==> config.mk <==
export PLATFORM = sky130hd
export DESIGN_NAME = battery_power_mode_sequencer
export DESIGN_NICKNAME = d
export VERILOG_FILES = /design/src/bpms_pkg.sv /design/src/battery_power_mode_sequencer.sv /design/src/bpms_cfg.sv /design/src/bpms_core.sv
export SDC_FILE = /design/constraint.sdc
export NUM_CORES = 1
export LEC_CHECK = 0
export BUFFER_PORTS_ARGS = -buffer_cell sky130_fd_sc_hd__clkbuf_2
export CAP_MARGIN = 20
export CORE_AREA = 5 5 236 238
export DETAILED_ROUTE_END_ITERATION = 16
export DIE_AREA = 0 0 241 243
export PLACE_DENSITY = 0.67
export SLEW_MARGIN = 5
export SYNTH_ARGS = -nofsm -noshare
export SYNTH_HDL_FRONTEND = slang
export SYNTH_SLANG_ARGS = --single-unit
==> constraint.sdc <==
create_clock -name clock -period 18.6 [get_ports clock]
set_clock_uncertainty 0.2 [all_clocks]
set_input_delay 3.72 -clock clock [delete_from_list [all_inputs] [get_ports clock]]
set_output_delay 3.72 -clock clock [all_outputs]
set_load 0.02 [all_outputs]
==> src/bpms_pkg.sv <==
// Shared types, register indexes and reset values for the battery power mode sequencer.
package bpms_pkg;

   localparam int TIME_BITS_DEFAULT = 32;
   localparam int NOW_W = 32;
   localparam int CSR_INDEX_W = 3;
   localparam int CSR_DATA_W = 20;

   typedef enum logic [1:0] {
      MODE_AC          = 2'd0,
      MODE_BATT_ACTIVE = 2'd1,
      MODE_BATT_SLEEP  = 2'd2,
      MODE_CONNECTING  = 2'd3
   } mode_type;

   typedef enum logic [1:0] {
      ACT_TICK   = 2'd0,
      ACT_SOURCE = 2'd1,
      ACT_CHECK  = 2'd2,
      ACT_NONE   = 2'd3
   } action_type;

   typedef enum logic [CSR_INDEX_W-1:0] {
      CSR_DEBOUNCE     = 3'd0,
      CSR_SLEEP        = 3'd1,
      CSR_AWAKE        = 3'd2,
      CSR_CRITICAL     = 3'd3,
      CSR_TRY_WINDOW   = 3'd4,
      CSR_WAIT_END     = 3'd5,
      CSR_CHECK_PERIOD = 3'd6,
      CSR_MAX_ATTEMPTS = 3'd7
   } csr_index_type;

   localparam logic [15:0] DEBOUNCE_RST     = 16'd3000;
   localparam logic [19:0] SLEEP_RST        = 20'd60000;
   localparam logic [19:0] AWAKE_RST        = 20'd10000;
   localparam logic [6:0]  CRITICAL_RST     = 7'd10;
   localparam logic [19:0] TRY_WINDOW_RST   = 20'd10000;
   localparam logic [19:0] WAIT_END_RST     = 20'd40000;
   localparam logic [15:0] CHECK_PERIOD_RST = 16'd5000;
   localparam logic [3:0]  MAX_ATTEMPTS_RST = 4'd3;

   typedef struct packed {
      logic [15:0] debounce_ms;
      logic [19:0] sleep_ms;
      logic [19:0] awake_ms;
      logic [6:0]  critical_level;
      logic [19:0] try_window_ms;
      logic [19:0] wait_end_ms;
      logic [15:0] check_period_ms;
      logic [3:0]  max_attempts;
   } cfg_type;

   typedef struct packed {
      logic [1:0]       action;
      logic [NOW_W-1:0] now_ms;
      logic             on_battery_now;
      logic             wifi_connected;
      logic             client_present;
      logic [6:0]       battery_level;
   } req_type;

   typedef struct packed {
      logic [1:0] power_mode;
      logic [1:0] prior_mode;
      logic       radio_sleep;
      logic       cpu_fast;
      logic       pm_owns_link;
      logic       led_clear;
      logic       link_begin;
      logic       critical_override;
      logic       mode_changed;
      logic       change_ignored;
   } rsp_type;

endpackage

==> src/battery_power_mode_sequencer.sv <==
// Battery power mode sequencer: input register, mode logic and result register.
// A transaction accepted into the input register moves into the result register
// once that register is empty or being emptied, and rsp_valid then rises.
// Throughput: one transaction per cycle while the consumer takes results; the single
// pass through the mode logic between the input and result registers sets that figure.
// Reset (synchronous, active high) returns the mode state and registers to
// their defaults and empties both pipeline registers.
module battery_power_mode_sequencer #(
   parameter int TIME_BITS = bpms_pkg::TIME_BITS_DEFAULT
) (
   input  logic                             clock,
   input  logic                             reset,
   input  logic                             req_valid,
   output logic                             req_ready,
   input  logic [1:0]                       req_action,
   input  logic [bpms_pkg::NOW_W-1:0]       req_now_ms,
   input  logic                             req_on_battery_now,
   input  logic                             req_wifi_connected,
   input  logic                             req_client_present,
   input  logic [6:0]                       req_battery_level,
   output logic                             rsp_valid,
   input  logic                             rsp_ready,
   output logic [1:0]                       rsp_power_mode,
   output logic [1:0]                       rsp_prior_mode,
   output logic                             rsp_radio_sleep,
   output logic                             rsp_cpu_fast,
   output logic                             rsp_pm_owns_link,
   output logic                             rsp_led_clear,
   output logic                             rsp_link_begin,
   output logic                             rsp_critical_override,
   output logic                             rsp_mode_changed,
   output logic                             rsp_change_ignored,
   input  logic                             csr_write,
   input  logic [bpms_pkg::CSR_INDEX_W-1:0] csr_index,
   input  logic [bpms_pkg::CSR_DATA_W-1:0]  csr_wdata
);

   logic              in_valid_ff;
   bpms_pkg::req_type in_item_ff;
   logic              rsp_valid_ff;
   bpms_pkg::rsp_type rsp_item_ff;
   logic              advance;
   bpms_pkg::cfg_type cfg;
   bpms_pkg::rsp_type result;

   // The held transaction moves into the result register whenever that
   // register is empty or is being emptied in this cycle.
   assign advance   = in_valid_ff && (!rsp_valid_ff || rsp_ready);
   assign req_ready = !in_valid_ff || advance;

   always_ff @(posedge clock) begin
      if (reset) begin
         in_valid_ff  <= 1'b0;
         rsp_valid_ff <= 1'b0;
      end else begin
         in_valid_ff  <= (req_valid && req_ready) || (in_valid_ff && !advance);
         rsp_valid_ff <= advance || (rsp_valid_ff && !rsp_ready);
      end
   end

   always_ff @(posedge clock) begin
      if (req_valid && req_ready) begin
         in_item_ff.action         <= req_action;
         in_item_ff.now_ms         <= req_now_ms;
         in_item_ff.on_battery_now <= req_on_battery_now;
         in_item_ff.wifi_connected <= req_wifi_connected;
         in_item_ff.client_present <= req_client_present;
         in_item_ff.battery_level  <= req_battery_level;
      end
      if (advance) begin
         rsp_item_ff <= result;
      end
   end

   bpms_cfg u_cfg (
      .clock     (clock),
      .reset     (reset),
      .csr_write (csr_write),
      .csr_index (csr_index),
      .csr_wdata (csr_wdata),
      .cfg       (cfg)
   );

   bpms_core #(
      .TIME_BITS (TIME_BITS)
   ) u_core (
      .clock   (clock),
      .reset   (reset),
      .advance (advance),
      .item    (in_item_ff),
      .cfg     (cfg),
      .result  (result)
   );

   assign rsp_valid             = rsp_valid_ff;
   assign rsp_power_mode        = rsp_item_ff.power_mode;
   assign rsp_prior_mode        = rsp_item_ff.prior_mode;
   assign rsp_radio_sleep       = rsp_item_ff.radio_sleep;
   assign rsp_cpu_fast          = rsp_item_ff.cpu_fast;
   assign rsp_pm_owns_link      = rsp_item_ff.pm_owns_link;
   assign rsp_led_clear         = rsp_item_ff.led_clear;
   assign rsp_link_begin        = rsp_item_ff.link_begin;
   assign rsp_critical_override = rsp_item_ff.critical_override;
   assign rsp_mode_changed      = rsp_item_ff.mode_changed;
   assign rsp_change_ignored    = rsp_item_ff.change_ignored;

endmodule

==> src/bpms_cfg.sv <==
// Configuration register bank with its write decode.
module bpms_cfg (
   input  logic                                clock,
   input  logic                                reset,
   input  logic                                csr_write,
   input  logic [bpms_pkg::CSR_INDEX_W-1:0]    csr_index,
   input  logic [bpms_pkg::CSR_DATA_W-1:0]     csr_wdata,
   output bpms_pkg::cfg_type                   cfg
);

   bpms_pkg::cfg_type cfg_ff;
   bpms_pkg::cfg_type cfg_in;

   always_comb begin
      cfg_in = cfg_ff;
      if (csr_write) begin
         case (bpms_pkg::csr_index_type'(csr_index))
            bpms_pkg::CSR_DEBOUNCE:     cfg_in.debounce_ms     = csr_wdata[15:0];
            bpms_pkg::CSR_SLEEP:        cfg_in.sleep_ms        = csr_wdata;
            bpms_pkg::CSR_AWAKE:        cfg_in.awake_ms        = csr_wdata;
            bpms_pkg::CSR_CRITICAL:     cfg_in.critical_level  = csr_wdata[6:0];
            bpms_pkg::CSR_TRY_WINDOW:   cfg_in.try_window_ms   = csr_wdata;
            bpms_pkg::CSR_WAIT_END:     cfg_in.wait_end_ms     = csr_wdata;
            bpms_pkg::CSR_CHECK_PERIOD: cfg_in.check_period_ms = csr_wdata[15:0];
            bpms_pkg::CSR_MAX_ATTEMPTS: cfg_in.max_attempts    = csr_wdata[3:0];
            default: cfg_in = cfg_ff;
         endcase
      end
   end

   always_ff @(posedge clock) begin
      if (reset) begin
         cfg_ff.debounce_ms     <= bpms_pkg::DEBOUNCE_RST;
         cfg_ff.sleep_ms        <= bpms_pkg::SLEEP_RST;
         cfg_ff.awake_ms        <= bpms_pkg::AWAKE_RST;
         cfg_ff.critical_level  <= bpms_pkg::CRITICAL_RST;
         cfg_ff.try_window_ms   <= bpms_pkg::TRY_WINDOW_RST;
         cfg_ff.wait_end_ms     <= bpms_pkg::WAIT_END_RST;
         cfg_ff.check_period_ms <= bpms_pkg::CHECK_PERIOD_RST;
         cfg_ff.max_attempts    <= bpms_pkg::MAX_ATTEMPTS_RST;
      end else begin
         cfg_ff <= cfg_in;
      end
   end

   assign cfg = cfg_ff;

endmodule

==> src/bpms_core.sv <==
// Mode state registers and the single-pass next-state and result logic.
module bpms_core #(
   parameter int TIME_BITS = bpms_pkg::TIME_BITS_DEFAULT
) (
   input  logic              clock,
   input  logic              reset,
   input  logic              advance,
   input  bpms_pkg::req_type item,
   input  bpms_pkg::cfg_type cfg,
   output bpms_pkg::rsp_type result
);

   // Compares run at a width that holds both the elapsed time and the
   // sleep plus awake sum.
   localparam int CMP_W = (TIME_BITS > 21) ? TIME_BITS : 21;

   bpms_pkg::mode_type     mode_ff, mode_in;
   bpms_pkg::mode_type     prev_mode_ff, prev_mode_in;
   logic [TIME_BITS-1:0]   entered_at_ff, entered_at_in;
   logic [TIME_BITS-1:0]   last_source_ff, last_source_in;
   logic                   battery_flag_ff, battery_flag_in;
   logic [TIME_BITS-1:0]   cycle_start_ff, cycle_start_in;
   logic [3:0]             connect_tries_ff, connect_tries_in;
   logic [3:0]             wake_tries_ff, wake_tries_in;
   logic                   client_flag_ff, client_flag_in;
   logic [TIME_BITS-1:0]   last_check_ff, last_check_in;
   logic                   radio_sleep_ff, radio_sleep_in;
   logic                   cpu_fast_ff, cpu_fast_in;
   logic                   owns_link_ff, owns_link_in;

   logic [TIME_BITS-1:0]   now_t;
   logic [CMP_W-1:0]       el_cycle, el_entered, el_source, el_check;
   logic [CMP_W-1:0]       sleep_end;
   logic                   do_enter;
   bpms_pkg::mode_type     target;
   logic                   p_led, p_link, p_crit, p_changed, p_ignored;

   assign now_t      = TIME_BITS'(item.now_ms);
   assign el_cycle   = CMP_W'(TIME_BITS'(now_t - cycle_start_ff));
   assign el_entered = CMP_W'(TIME_BITS'(now_t - entered_at_ff));
   assign el_source  = CMP_W'(TIME_BITS'(now_t - last_source_ff));
   assign el_check   = CMP_W'(TIME_BITS'(now_t - last_check_ff));
   assign sleep_end  = CMP_W'(cfg.sleep_ms) + CMP_W'(cfg.awake_ms);

   always_comb begin
      mode_in          = mode_ff;
      prev_mode_in     = prev_mode_ff;
      entered_at_in    = entered_at_ff;
      last_source_in   = last_source_ff;
      battery_flag_in  = battery_flag_ff;
      cycle_start_in   = cycle_start_ff;
      connect_tries_in = connect_tries_ff;
      wake_tries_in    = wake_tries_ff;
      client_flag_in   = client_flag_ff;
      last_check_in    = last_check_ff;
      radio_sleep_in   = radio_sleep_ff;
      cpu_fast_in      = cpu_fast_ff;
      owns_link_in     = owns_link_ff;
      do_enter  = 1'b0;
      target    = bpms_pkg::MODE_AC;
      p_led     = 1'b0;
      p_link    = 1'b0;
      p_crit    = 1'b0;
      p_changed = 1'b0;
      p_ignored = 1'b0;

      case (bpms_pkg::action_type'(item.action))
         bpms_pkg::ACT_TICK: begin
            if (battery_flag_ff && (item.battery_level < cfg.critical_level)) begin
               radio_sleep_in = 1'b1;
               cpu_fast_in    = 1'b0;
               p_led          = 1'b1;
               p_crit         = 1'b1;
            end else begin
               case (mode_ff)
                  bpms_pkg::MODE_AC: begin
                     radio_sleep_in = 1'b0;
                     cpu_fast_in    = 1'b1;
                  end
                  bpms_pkg::MODE_BATT_ACTIVE: begin
                     radio_sleep_in = 1'b0;
                     cpu_fast_in    = 1'b1;
                     p_led          = 1'b1;
                     if (!client_flag_ff) begin
                        do_enter = 1'b1;
                        target   = bpms_pkg::MODE_CONNECTING;
                     end
                  end
                  bpms_pkg::MODE_BATT_SLEEP: begin
                     if (el_cycle < CMP_W'(cfg.sleep_ms)) begin
                        radio_sleep_in = 1'b1;
                        cpu_fast_in    = 1'b0;
                        p_led          = 1'b1;
                     end else if (el_cycle < sleep_end) begin
                        radio_sleep_in = 1'b0;
                        cpu_fast_in    = 1'b1;
                        if (!item.wifi_connected) begin
                           if (wake_tries_ff < cfg.max_attempts) begin
                              p_link        = 1'b1;
                              wake_tries_in = wake_tries_ff + 4'd1;
                           end
                        end else begin
                           do_enter = 1'b1;
                           target   = bpms_pkg::MODE_CONNECTING;
                        end
                     end else begin
                        cycle_start_in = now_t;
                     end
                  end
                  default: begin
                     if (el_entered < CMP_W'(cfg.try_window_ms)) begin
                        if (!item.wifi_connected && (connect_tries_ff < cfg.max_attempts)) begin
                           p_link           = 1'b1;
                           connect_tries_in = connect_tries_ff + 4'd1;
                        end
                     end else if (el_entered < CMP_W'(cfg.wait_end_ms)) begin
                        if (client_flag_ff) begin
                           do_enter = 1'b1;
                           target   = bpms_pkg::MODE_BATT_ACTIVE;
                        end
                     end else begin
                        do_enter = 1'b1;
                        target   = bpms_pkg::MODE_BATT_SLEEP;
                     end
                  end
               endcase
            end
         end
         bpms_pkg::ACT_SOURCE: begin
            if (el_source < CMP_W'(cfg.debounce_ms)) begin
               p_ignored = 1'b1;
            end else begin
               last_source_in  = now_t;
               battery_flag_in = item.on_battery_now;
               do_enter        = 1'b1;
               target          = item.on_battery_now ? bpms_pkg::MODE_CONNECTING
                                                     : bpms_pkg::MODE_AC;
            end
         end
         bpms_pkg::ACT_CHECK: begin
            if (el_check > CMP_W'(cfg.check_period_ms)) begin
               if (item.client_present != client_flag_ff) begin
                  client_flag_in = item.client_present;
                  if (item.client_present) begin
                     if ((mode_ff == bpms_pkg::MODE_BATT_SLEEP) ||
                         (mode_ff == bpms_pkg::MODE_CONNECTING)) begin
                        do_enter = 1'b1;
                        target   = bpms_pkg::MODE_BATT_ACTIVE;
                     end
                  end else if (mode_ff == bpms_pkg::MODE_BATT_ACTIVE) begin
                     do_enter = 1'b1;
                     target   = bpms_pkg::MODE_CONNECTING;
                  end
               end
               last_check_in = now_t;
            end
         end
         default: begin
         end
      endcase

      // Every mode entry, including re-entry of the same mode, restarts the entry and
      // sleep cycle timers and the attempt counters.
      if (do_enter) begin
         prev_mode_in     = mode_ff;
         mode_in          = target;
         entered_at_in    = now_t;
         cycle_start_in   = now_t;
         connect_tries_in = 4'd0;
         wake_tries_in    = 4'd0;
         radio_sleep_in   = (target == bpms_pkg::MODE_BATT_SLEEP);
         cpu_fast_in      = (target != bpms_pkg::MODE_BATT_SLEEP);
         owns_link_in     = (target != bpms_pkg::MODE_AC);
         if (target == bpms_pkg::MODE_BATT_ACTIVE) begin
            p_led = 1'b1;
         end
         p_changed = 1'b1;
      end
   end

   always_ff @(posedge clock) begin
      if (reset) begin
         mode_ff          <= bpms_pkg::MODE_AC;
         prev_mode_ff     <= bpms_pkg::MODE_AC;
         entered_at_ff    <= '0;
         last_source_ff   <= '0;
         battery_flag_ff  <= 1'b0;
         cycle_start_ff   <= '0;
         connect_tries_ff <= 4'd0;
         wake_tries_ff    <= 4'd0;
         client_flag_ff   <= 1'b0;
         last_check_ff    <= '0;
         radio_sleep_ff   <= 1'b0;
         cpu_fast_ff      <= 1'b1;
         owns_link_ff     <= 1'b0;
      end else if (advance) begin
         mode_ff          <= mode_in;
         prev_mode_ff     <= prev_mode_in;
         entered_at_ff    <= entered_at_in;
         last_source_ff   <= last_source_in;
         battery_flag_ff  <= battery_flag_in;
         cycle_start_ff   <= cycle_start_in;
         connect_tries_ff <= connect_tries_in;
         wake_tries_ff    <= wake_tries_in;
         client_flag_ff   <= client_flag_in;
         last_check_ff    <= last_check_in;
         radio_sleep_ff   <= radio_sleep_in;
         cpu_fast_ff      <= cpu_fast_in;
         owns_link_ff     <= owns_link_in;
      end
   end

   always_comb begin
      result.power_mode        = mode_in;
      result.prior_mode        = prev_mode_in;
      result.radio_sleep       = radio_sleep_in;
      result.cpu_fast          = cpu_fast_in;
      result.pm_owns_link      = owns_link_in;
      result.led_clear         = p_led;
      result.link_begin        = p_link;
      result.critical_override = p_crit;
      result.mode_changed      = p_changed;
      result.change_ignored    = p_ignored;
   end

endmodule

==> results.txt, run 1 <==
* Worst hold start: u_cfg.cfg[20]
* Sequential share of power: 38.3%
* Core area: 0.0534 sq mm
- Of the total power, the share spent switching nets is 30.9%.
- Power, Total: 1.99 mW
- Number of buffers between clock root and the deepest sink: 3
- Overall global routing resource usage: 23.3%
* Residual overflow from global routing: 0
* Effective utilization at floorplan: 44.4%
- Detailed-route wire length per cell: 19.1 um
- The analysis attributes to net switching a power of 0.616 mW.
- The root buffer cell chosen for the clock tree is sky130_fd_sc_hd__clkbuf_16.
- Class of the most critical hold timing path: register to register
- Floorplan die width: 241 um
* Weighted congestion at the end of routability-driven global placement: 0.934
- Internal Power: 1.38 mW
- Setup repair after global routing left no endpoint under its margin.
- The number of hold-slack violations in the final timing report came to 0.
- Number of buffer cells added on primary ports: 85
- Yosys mapped the design onto 83 distinct sky130hd cell types.
- The routed design has 70700 um of wire.
- Reported leakage power: 10.3 nW
* Hold Path Depth: 2
- Slew at the pin closest to its max-slew limit: 1020 ps
- Wire length of the first global-routing pass: 111000 um
- Via/cell ratio: 5.76
- In this run the mean area of a mapped cell was 7.99 sq um.
* Startpoint kind of the worst setup timing path: input pin
* Sequential cell area in the final layout: 0.00709 sq mm
- Derived from the worst setup path, the maximum achievable clock frequency is 122 MHz.
- Fill cell count: 5153
- Hold-fix buffers, CTS: 0
- Clock Power Share: 39.7%
* Layout cells sized above 1: 6.70%
- The multi-input combinational cells in the finished layout cover a total of 0.0151 sq mm.
- Final-layout setup total negative slack: 0 ps
- Number of nets in the layout: 3334
* Max-slew violation count: 0
* Length of the first detailed-routing pass in iterations: 6
- The detailed router finished its first iteration with 1700 violations.
- CTS saw 326 sinks.
* Minimum clock period: 8220 ps
* Netlist Area Pre-Place: 0.0237 sq mm
- Minimum setup slack among reg-to-reg paths: 11100 ps
- Total of cells resized after clock tree synthesis: 0
* Hold-critical path endpoint: u_cfg.cfg[20]
- During I/O placement, the number of pins put on the boundary was 86.
- Clock slew at the register clock pins of the worst setup and hold paths: 50 ps
- At the worst endpoint, the required time is 14680 ps.
* Logic gate share of total power: 22.0%
- Entering global routing, the biggest net connects 158 pins.
- Worst Setup End Kind: output port
- Main synth FF type: sky130_fd_sc_hd__dfxtp_1
- Post-Synthesis Net Count: 3316
- Crit path kind: input pin to output port
- In this run the critical register-to-register path is captured at u_core.mode_ff[1].
- Fin crit share: 44.2%
- CTS buffer count: 38
- In this run the post-CTS setup repair buffer count came out at 0.
- The flow ran to the end, and the final reports show no timing, DRC or antenna violations.
- The library cell used most frequently in the layout, excluding fill and tap cells, is sky130_fd_sc_hd__nand2_1.
- Count of unresolved DRC violations after routing: 0
- Async S/R FF share, synth: 0%
- VDD sags by at most 0.0000996 V.
- For this block, the via count after detailed routing is 21368.
* R2R Path Start: u_cfg.cfg[87]
* Setup-violating endpoint count in the final report: 0
- Detailed placer's ending HPWL: 52200 um
- The number of antenna violations at the first check in global routing is 1.
- In the layout the commonest cells are 327 x sky130_fd_sc_hd__nand2_1, 311 x sky130_fd_sc_hd__a21oi_1, 272 x sky130_fd_sc_hd__inv_1.
- Flop and latch count out of synthesis: 326
* Count of antenna diodes in the layout: 0
* EDFF count, synth: 56
- The die covers 0.0586 sq mm.
* Worst Path Arrival: 4300 ps
- Floorplan row count: 85
* H-Tree Depth: 2
- In this run the worst path has a maximum fanout of 4.
* Fraction of the yosys area taken by sequential cells: 29.9%
- Worst slew margin relative to its limit: 31.1%
- Clock latency reported for the late side of the worst-skew pair: 590 ps
- Yosys warns: 0
- From synthesis to final layout, the design area changed by 9.72%.
* Overall die height: 243 um
- The tool flagged a number of max-cap violations equal to 0.
- Number of global-route vias before repair: 20822
- The detail route stage leaves a number of antenna-violating nets equal to 0.
- TritonCTS built the clock tree.
* Gate count after technology mapping: 2970
- Power density over cell area: 76.7 mW/mm^2
- Logic depth of the worst register-to-register path: 29
state kept, by name, indices dropped and copies added, names as in the netlist, 2 cells and up:
| signal | cells |
|---|---|
| u_core.connect_tries_ff | 4 |
| u_core.cycle_start_ff | 32 |
| in_item_ff | 44 |
| u_core.entered_at_ff | 32 |
| rsp_prior_mode | 2 |
| u_core.prev_mode_ff | 2 |
| u_core.last_source_ff | 32 |
| rsp_power_mode | 2 |
| u_core.last_check_ff | 32 |
| u_core.wake_tries_ff | 4 |
| u_cfg.cfg | 123 |
| u_core.mode_ff | 2 |
worst max-delay path, stage by stage:
cell and delay (ps):
sky130_fd_sc_hd__clkbuf_2 80, sky130_fd_sc_hd__nor2b_1 230, sky130_fd_sc_hd__nand2_1 110, sky130_fd_sc_hd__clkbuf_2 160
logic make-up (layout without fill, tap and decap cells):
logic type                 after synthesis  in the layout  synth area share, %
DFF                                    326            326                 29.9
adders and majority gates              274            274                 14.6
muxes                                  117            117                 4.95
xor gates and xnor gates                99             99                 3.66
buffers and inverters                  399            445                 6.48
and+or+nand+nor                        943            943                 18.7
AOI/OAI and AO/OA                      812            812                 21.7
per-layer routing:
metal	global-route usage, %	routed length (um)
met4	7.83	2310
met1	29.8	31000
met3	2.94	3200
met2	40.3	34200
met5	0	7
power by group through the flow:
stage	combinational [mW]	clock [mW]	sequential, mW
after floorplan	0.315	0	0.769
after global placement	0.419	0	0.779
after detailed placement	0.430	0	0.780
after CTS	0.433	0.806	0.764
after global routing	0.486	0.833	0.766
final	0.439	0.792	0.764
metrics by stage:
step           hold WS [ps]  instance area, sq um  worst slack [ps]  cells  utilization [%]
2_1_floorplan           234                 23700             10610   2970                -
3_3_place_gp            241                 24700             10410   3643             46.2
3_5_place_dp            247                 24700             10400   3643             46.2
4_1_cts                 254                 26000             10390   3711             48.7
5_1_grt                 275                 26000             10330   3712             48.7
6_report                253                 26000             10380   3712             48.7
how the worst max path moves through the flow:
stage	startpoint	endpoint	slack [ps]
floorplan	rsp_ready	req_ready	10610
detailed placement	rsp_ready	req_ready	10400
finish	rsp_ready	req_ready	10380
global placement	rsp_ready	req_ready	10410
CTS	rsp_ready	req_ready	10390
global route	rsp_ready	req_ready	10330
cell usage after synthesis (14+ instances only):
master | n | area (sq um)
sky130_fd_sc_hd__edfxtp_1 | 56 | 1680
sky130_fd_sc_hd__a21oi_1 | 311 | 1560
sky130_fd_sc_hd__a211o_1 | 39 | 342
sky130_fd_sc_hd__a211oi_1 | 22 | 165
sky130_fd_sc_hd__nand2_1 | 327 | 1230
sky130_fd_sc_hd__nor2_1 | 228 | 856
sky130_fd_sc_hd__nand4_1 | 43 | 269
sky130_fd_sc_hd__xnor2_1 | 63 | 552
sky130_fd_sc_hd__mux2i_1 | 114 | 1140
sky130_fd_sc_hd__dfxtp_1 | 270 | 5410
sky130_fd_sc_hd__xor2_1 | 36 | 315
sky130_fd_sc_hd__a31oi_1 | 25 | 156
sky130_fd_sc_hd__o21ai_0 | 142 | 711
sky130_fd_sc_hd__o211ai_1 | 27 | 203
sky130_fd_sc_hd__nand2b_1 | 91 | 569
sky130_fd_sc_hd__ha_1 | 269 | 3370
sky130_fd_sc_hd__nor4_1 | 14 | 87.6
sky130_fd_sc_hd__nor2b_1 | 27 | 169
sky130_fd_sc_hd__or3_1 | 17 | 106
sky130_fd_sc_hd__o21a_1 | 39 | 293
sky130_fd_sc_hd__inv_1 | 272 | 1020
sky130_fd_sc_hd__nand3_1 | 85 | 425
sky130_fd_sc_hd__nand3b_1 | 16 | 120
sky130_fd_sc_hd__a21o_1 | 82 | 616
sky130_fd_sc_hd__and2_1 | 16 | 100
sky130_fd_sc_hd__clkbuf_1 | 101 | 379
sky130_fd_sc_hd__nor3_1 | 33 | 165
layout make-up:
class,instances,share of cell area [%]
Sequential cell,326,27.2
Tap cell,696,3.35
Timing Repair Buffer,103,2.24
Clock inverter,13,0.577
Multi-Input combinational cell,2245,58.2
Inverter,274,3.95
Clock buffer,55,4.50
(Power assumes the default switching activity.)
==> inputs of run 2 (changes only) <==
- PLACE_DENSITY: 0.67 -> 0.69
- clock period: 18.6 -> 6.9 ns (I/O delays scaled with it)
==> results.txt, run 2 (synthesized netlist as in run 1, its figures left out) <==
- Library cell used as clock root buffer: sky130_fd_sc_hd__clkbuf_16
- Measured along the y axis, the die boundary spans 243 um.
- For the worst setup path, the data arrival time is 6810 ps.
* Cell at the slowest stage of the critical path: sky130_fd_sc_hd__or4b_2
- Number of nets with antenna violations after detailed routing: 0
- Residual overflow from global routing: 0
- The floorplan step defined a core boundary enclosing 0.0534 sq mm.
- Hold WS: 253 ps
* Layout cells sized above 1: 7.62%
- Effective utilization at floorplan: 44.4%
- The number of pins exceeding their max-slew limit in the final report was 0.
- Slew at the pin closest to its max-slew limit: 978 ps
* Hold Fails Final Rpt: 0
- The floorplan step defined a die boundary enclosing 0.0586 sq mm.
- For this run, the detailed router's first-pass iteration total came to 6.
- Setup violations remaining at the end of the flow were counted as 0.
* Crit path kind: register to register
- For this run, design rule violations remaining after detail routing come to 0.
- The number of antenna violations at the first check in global routing was 1.
- For this block, the routed nets add up to 66800 um of wire.
* Wire length of the first global-routing pass: 106000 um
* Crit path required time: 7170 ps
* Commonest cells after routing, fill and taps aside: 327 x sky130_fd_sc_hd__nand2_1, 310 x sky130_fd_sc_hd__a21oi_1, 272 x sky130_fd_sc_hd__inv_1
* Number of nets in the layout: 3364
* Startpoint kind of the worst setup timing path: register
- The H-tree generated during clock tree synthesis spans 2 levels.
- Critical Path Fanout Max: 16
* Weighted congestion at the end of routability-driven global placement: 0.920
- IO Pins: 86
* Clock slew at the register clock pins of the worst setup and hold paths: 60 ps
- Worst Setup End Kind: register
- The detailed router finished its first iteration with 1449 violations.
* Fill cell count: 5208
- The flow ran to the end, and the final reports show no timing, DRC or antenna violations.
- TritonCTS built the clock tree.
- The via count of the first global-routing pass was 20181.
- After layout, the worst path uses 94.7% of the clock period.
- Once placement completed, the tool counted placed cells totaling 3669.
- Commonest non-fill, non-tap cell in the layout: sky130_fd_sc_hd__nand2_1
- Detailed placer's ending HPWL: 50100 um
- In this run the horizontal extent of the chip is 241 um.
- The path class of the tightest hold or removal check is register to register.
- Detailed-route wire length per cell: 17.9 um
* Largest register FFs: 123
* Floorplan row count: 85
- Num Clock Sinks: 326
- Max_cap viols: 0
- VDD sags by at most 0.000165 V.
* Worst slew margin relative to its limit: 34.8%
* Maximum number of pins on one net before global-route repair: 168
* Via count of the routed design: 21102
- The later pin in the worst-skew pair is clocked with a latency of 570 ps.
- Via/cell ratio: 5.64
* CTS buffer count: 37
* Highest clock frequency the design can meet: 153 MHz
- Hold-fix buffers, CTS: 0
- The count of cells in the finished layout, fillers not included, comes to 3743.
- Delay of the slowest critical-path stage: 640 ps
* Minimum clock period: 6540 ps
* Syn-to-layout area delta: 10.8%
- Reported leakage power: 10.4 nW
* Overall global routing resource usage: 22.0%
* Number of buffers between clock root and the deepest sink: 3
- For this design the ratio of total power to cell area is 202 mW/mm^2.
* Number of buffer cells added on primary ports: 85
run 2: cell count changes in the layout (fill, tap and decap cells not counted), moves of 2 or more:
cell	delta
sky130_fd_sc_hd__bufinv_16	+3
sky130_fd_sc_hd__clkinv_1	+3
sky130_fd_sc_hd__o21ai_0	-2
sky130_fd_sc_hd__buf_4	+25
sky130_fd_sc_hd__clkinvlp_4	+3
sky130_fd_sc_hd__clkbuf_8	-2
sky130_fd_sc_hd__clkbuf_16	-4
sky130_fd_sc_hd__clkinv_8	-2
sky130_fd_sc_hd__buf_12	+4
run 2: final timing paths:
path / startpoint / end / slack (ps) / depth (start not counted)
setup / recovery: u_cfg.cfg[87] / u_core.cycle_start_ff[27] / 360 / 31
hold / removal: u_cfg.cfg[43] / u_cfg.cfg[43] / 250 / 2
setup reg to reg: u_cfg.cfg[87] / u_core.cycle_start_ff[27] / 360 / 31
hold reg to reg: u_cfg.cfg[43] / u_cfg.cfg[43] / 250 / 2
run 2: final cells by class:
cell class | instances | area [sq um] | share of cell area [%]
inverters | 274 | 1030 | 3.91
repair buffers | 134 | 900 | 3.42
well taps | 696 | 871 | 3.31
clock inverters | 20 | 244 | 0.928
diodes | 1 | 2.50 | 0.00952
clock buffers | 47 | 993 | 3.78
multi-input cells | 2245 | 15200 | 57.7
flip-flops and latches | 326 | 7090 | 27.0
run 2: layer usage:
metal / routed length [um] / vias to the layer above / GRT usage [%]
met2: 31700 / 530 / 37.6
met5: 0 / - / 0
met4: 2520 / 0 / 7.55
met3: 3510 / 137 / 2.84
li1: - / 10593 / -
met1: 29100 / 9842 / 28.6
run 2: stage by stage:
step / power [mW] / utilization [%] / instance area, sq um / TNS (ps) / worst slack [ps]
floorplan: 2.92 / - / 23700 / 0 / 1040
global placement: 3.26 / 46.7 / 24900 / 0 / 265
detailed placement: 3.27 / 46.7 / 24900 / 0 / 105
CTS: 5.34 / 49.0 / 26200 / 0 / 33.9
global route: 5.58 / 49.2 / 26300 / -69.1 / -22.3
finish: 5.32 / 49.2 / 26300 / 0 / 364
run 2: critical path, delay by kind of cell, from the launching register on:
family          cells  cell delay (ps)
fa+ha+maj           3              850
mux                 1              190
simple gates        8             1500
compound gates     15             2810
buf+inv             4              530
flops               1              350
run 2: power breakdown:
group / switching [mW] / internal, mW
clock network: 0.840 / 1.21
logic: 0.729 / 0.483
registers: 0.0576 / 1.99
total: 1.63 / 3.69
run 2: repair_timing:
| action | 4_1_cts | 5_1_grt |
|---|---|---|
| buffers inserted | 0 | 4 |
| resized for setup | 0 | 7 |
| endpoints found under the setup margin | 0 | 89 |
==> inputs of run 3 (changes only) <==
- CORE_AREA: 5 5 236 238 -> 5 5 209 211
- DIE_AREA: 0 0 241 243 -> 0 0 214 216
- PLACE_DENSITY: 0.69 -> 0.84
==> results.txt, run 3 (synthesized netlist as in run 1, its figures left out) <==
- Residual overflow from global routing: 0
- 86 I/O pins were placed.
* Count of unresolved DRC violations after routing: 0
- Crit path required time: 7170 ps
- CTS buffer count: 38
* CTS tree: built
* Count of antenna diodes in the layout: 0
- Clock Power Share: 39.0%
- The tightest min-delay check is of the register to register type.
* Slew at the pin closest to its max-slew limit: 1100 ps
- In this run the core area contains 75 standard-cell rows.
- Entering global routing, the biggest net connects 170 pins.
- First-iteration detailed-routing DRC count: 1823
* R2R Path Start: in_item_ff[10]
- Detailed placer's ending HPWL: 52500 um
- Syn-to-layout area delta: 10.2%
- Highest clock frequency the design can meet: 153 MHz
- Along the worst path, the maximum fanout reaches 16.
- Via/cell ratio: 6.19
* Logic gate share of total power: 22.9%
- Clock-pin slew was measured on the worst setup and hold paths at 60 ps.
- STA classifies the critical path startpoint as a register.
* Most common cell on crit path: sky130_fd_sc_hd__a21oi_1
* Number of global-route vias before repair: 21493
- The register with the most flip-flops in the layout has 123 of them.
- The post-route netlist has 7.90% of its cells at a drive strength greater than 1.
- Hold Fails Final Rpt: 0
- Counting along the longest clock path gives a buffer depth of 3.
- VDD sags by at most 0.000177 V.
- Setup violations remaining at the end of the flow were counted as 0.
- Worst Path Arrival: 6800 ps
- Library cell used as clock root buffer: sky130_fd_sc_hd__clkbuf_16
- The worst setup path is captured at a register.
* Cell family with most CP delay: compound AO/OA/AOI/OAI gates
- Worst hold start: u_cfg.cfg[21]
- Launching instance or port of the critical path: in_item_ff[10]
- The initial utilization of the core area, before any placement, comes to 57.1%.
* Delay of the slowest critical-path stage: 630 ps
- Wire length of the first global-routing pass: 111000 um
- Power spent charging and discharging nets: 1.65 mW
* Wire length reported by the detailed router: 71000 um
* Overall die height: 216 um
* Power, Total: 5.37 mW
- In this run the tightest slew margin relative to its limit is 26.6%.
- Overall global routing resource usage: 29.1%
* Fin crit share: 94.7%
* Reported leakage power: 10.5 nW
- H-Tree Depth: 2
- Commonest non-fill, non-tap cell in the layout: sky130_fd_sc_hd__nand2_1
- Via count of the routed design: 22201
- Across the run, the number of max-cap violations was 0.
- The number of pins exceeding their max-slew limit in the final report was 0.
* Num Clock Sinks: 326
- Leaving out fill and tap cells, the most frequent cells in the layout are 327 x sky130_fd_sc_hd__nand2_1, 309 x sky130_fd_sc_hd__a21oi_1, 272 x sky130_fd_sc_hd__inv_1.
* Clock latency reported for the late side of the worst-skew pair: 540 ps
- The worst setup path is of the register to register kind.
* Number of buffer cells added on primary ports: 85
- Antenna violations before repair: 2
- Final-layout setup total negative slack: 0 ps
- For this design the ratio of total power to cell area is 205 mW/mm^2.
- Detailed-route wire length per cell: 19.8 um
- Internal Power: 3.72 mW
* Length of the first detailed-routing pass in iterations: 6
- The core region is 0.0416 sq mm.
* Floorplan die width: 214 um
- Of the total power, the share spent switching nets is 30.7%.
- Weighted congestion at the end of routability-driven global placement: 0.981
- Once detail routing completed, the nets flagged for antenna violations numbered 0.
* Sequential share of power: 38.1%
- The flow ran to the end, and the final reports show no timing, DRC or antenna violations.
* Cell at the slowest stage of the critical path: sky130_fd_sc_hd__or4b_2
* Total buffers and inverters traversed by the critical path: 5
- DIE AREA: 0.0462 sq mm
- Number of nets in the layout: 3366
- Minimum clock period: 6530 ps
- Hold repair after CTS inserted 0 buffers.
run 3: cell type report:
class / count / area [sq um]
Clock buffer: 50 / 1070
Clock inverter: 19 / 210
Fill cell: 3479 / 15400
Inverter: 274 / 1030
Multi-Input combinational cell: 2245 / 15200
Sequential cell: 326 / 7090
Tap cell: 539 / 674
Timing Repair Buffer: 135 / 907
run 3: power by group through the flow:
stage | clock network [mW] | logic, mW | registers (mW)
floorplan | 0 | 0.848 | 2.07
global placement | 0 | 1.14 | 2.08
detailed placement | 0 | 1.18 | 2.09
CTS | 2.11 | 1.19 | 2.05
global route | 2.20 | 1.35 | 2.05
finish | 2.09 | 1.23 | 2.05
run 3: timing repair:
action                                  4_1_cts  5_1_grt
resized for setup                             0       14
endpoints found under the setup margin        0       88
hold endpoints to repair                      0        0
buffers inserted                              0        4
run 3: worst reg2reg max path, delay by kind of cell (launching register included):
kind            cells  cell delay [ps]
mux                 1              210
buf+inv             5              830
xor+xnor            1              190
compound gates     12             2490
simple gates        7             1210
fa+ha+maj           3              920
flops               1              430
run 3: final timing paths:
| kind | end | slack [ps] | cells after the start |
|---|---|---|---|
| max | u_core.cycle_start_ff[18] | 370 | 29 |
| min | u_cfg.cfg[21] | 250 | 2 |
| max reg2reg | u_core.cycle_start_ff[18] | 370 | 29 |
| min reg2reg | u_cfg.cfg[21] | 250 | 2 |
run 3: layer usage:
metal | global-route usage, % | vias to the layer above | routed length, um
met4 | 15.4 | 2 | 4080
met5 | 0 | - | 12
met3 | 4.26 | 232 | 5080
met2 | 50.1 | 872 | 33300
met1 | 35.3 | 10488 | 28500
li1 | - | 10607 | -
run 3: metrics by stage:
stage	cell area (sq um)	setup WS [ps]	std cells	util, %	hold slack, ps
floorplan	23700	1040	2970	-	234
global placement	24700	330	3513	59.5	240
detailed placement	24700	121	3513	59.5	247
CTS	26000	90.6	3582	62.6	255
global route	26100	-69.9	3588	62.9	269
finish	26100	365	3588	62.9	255
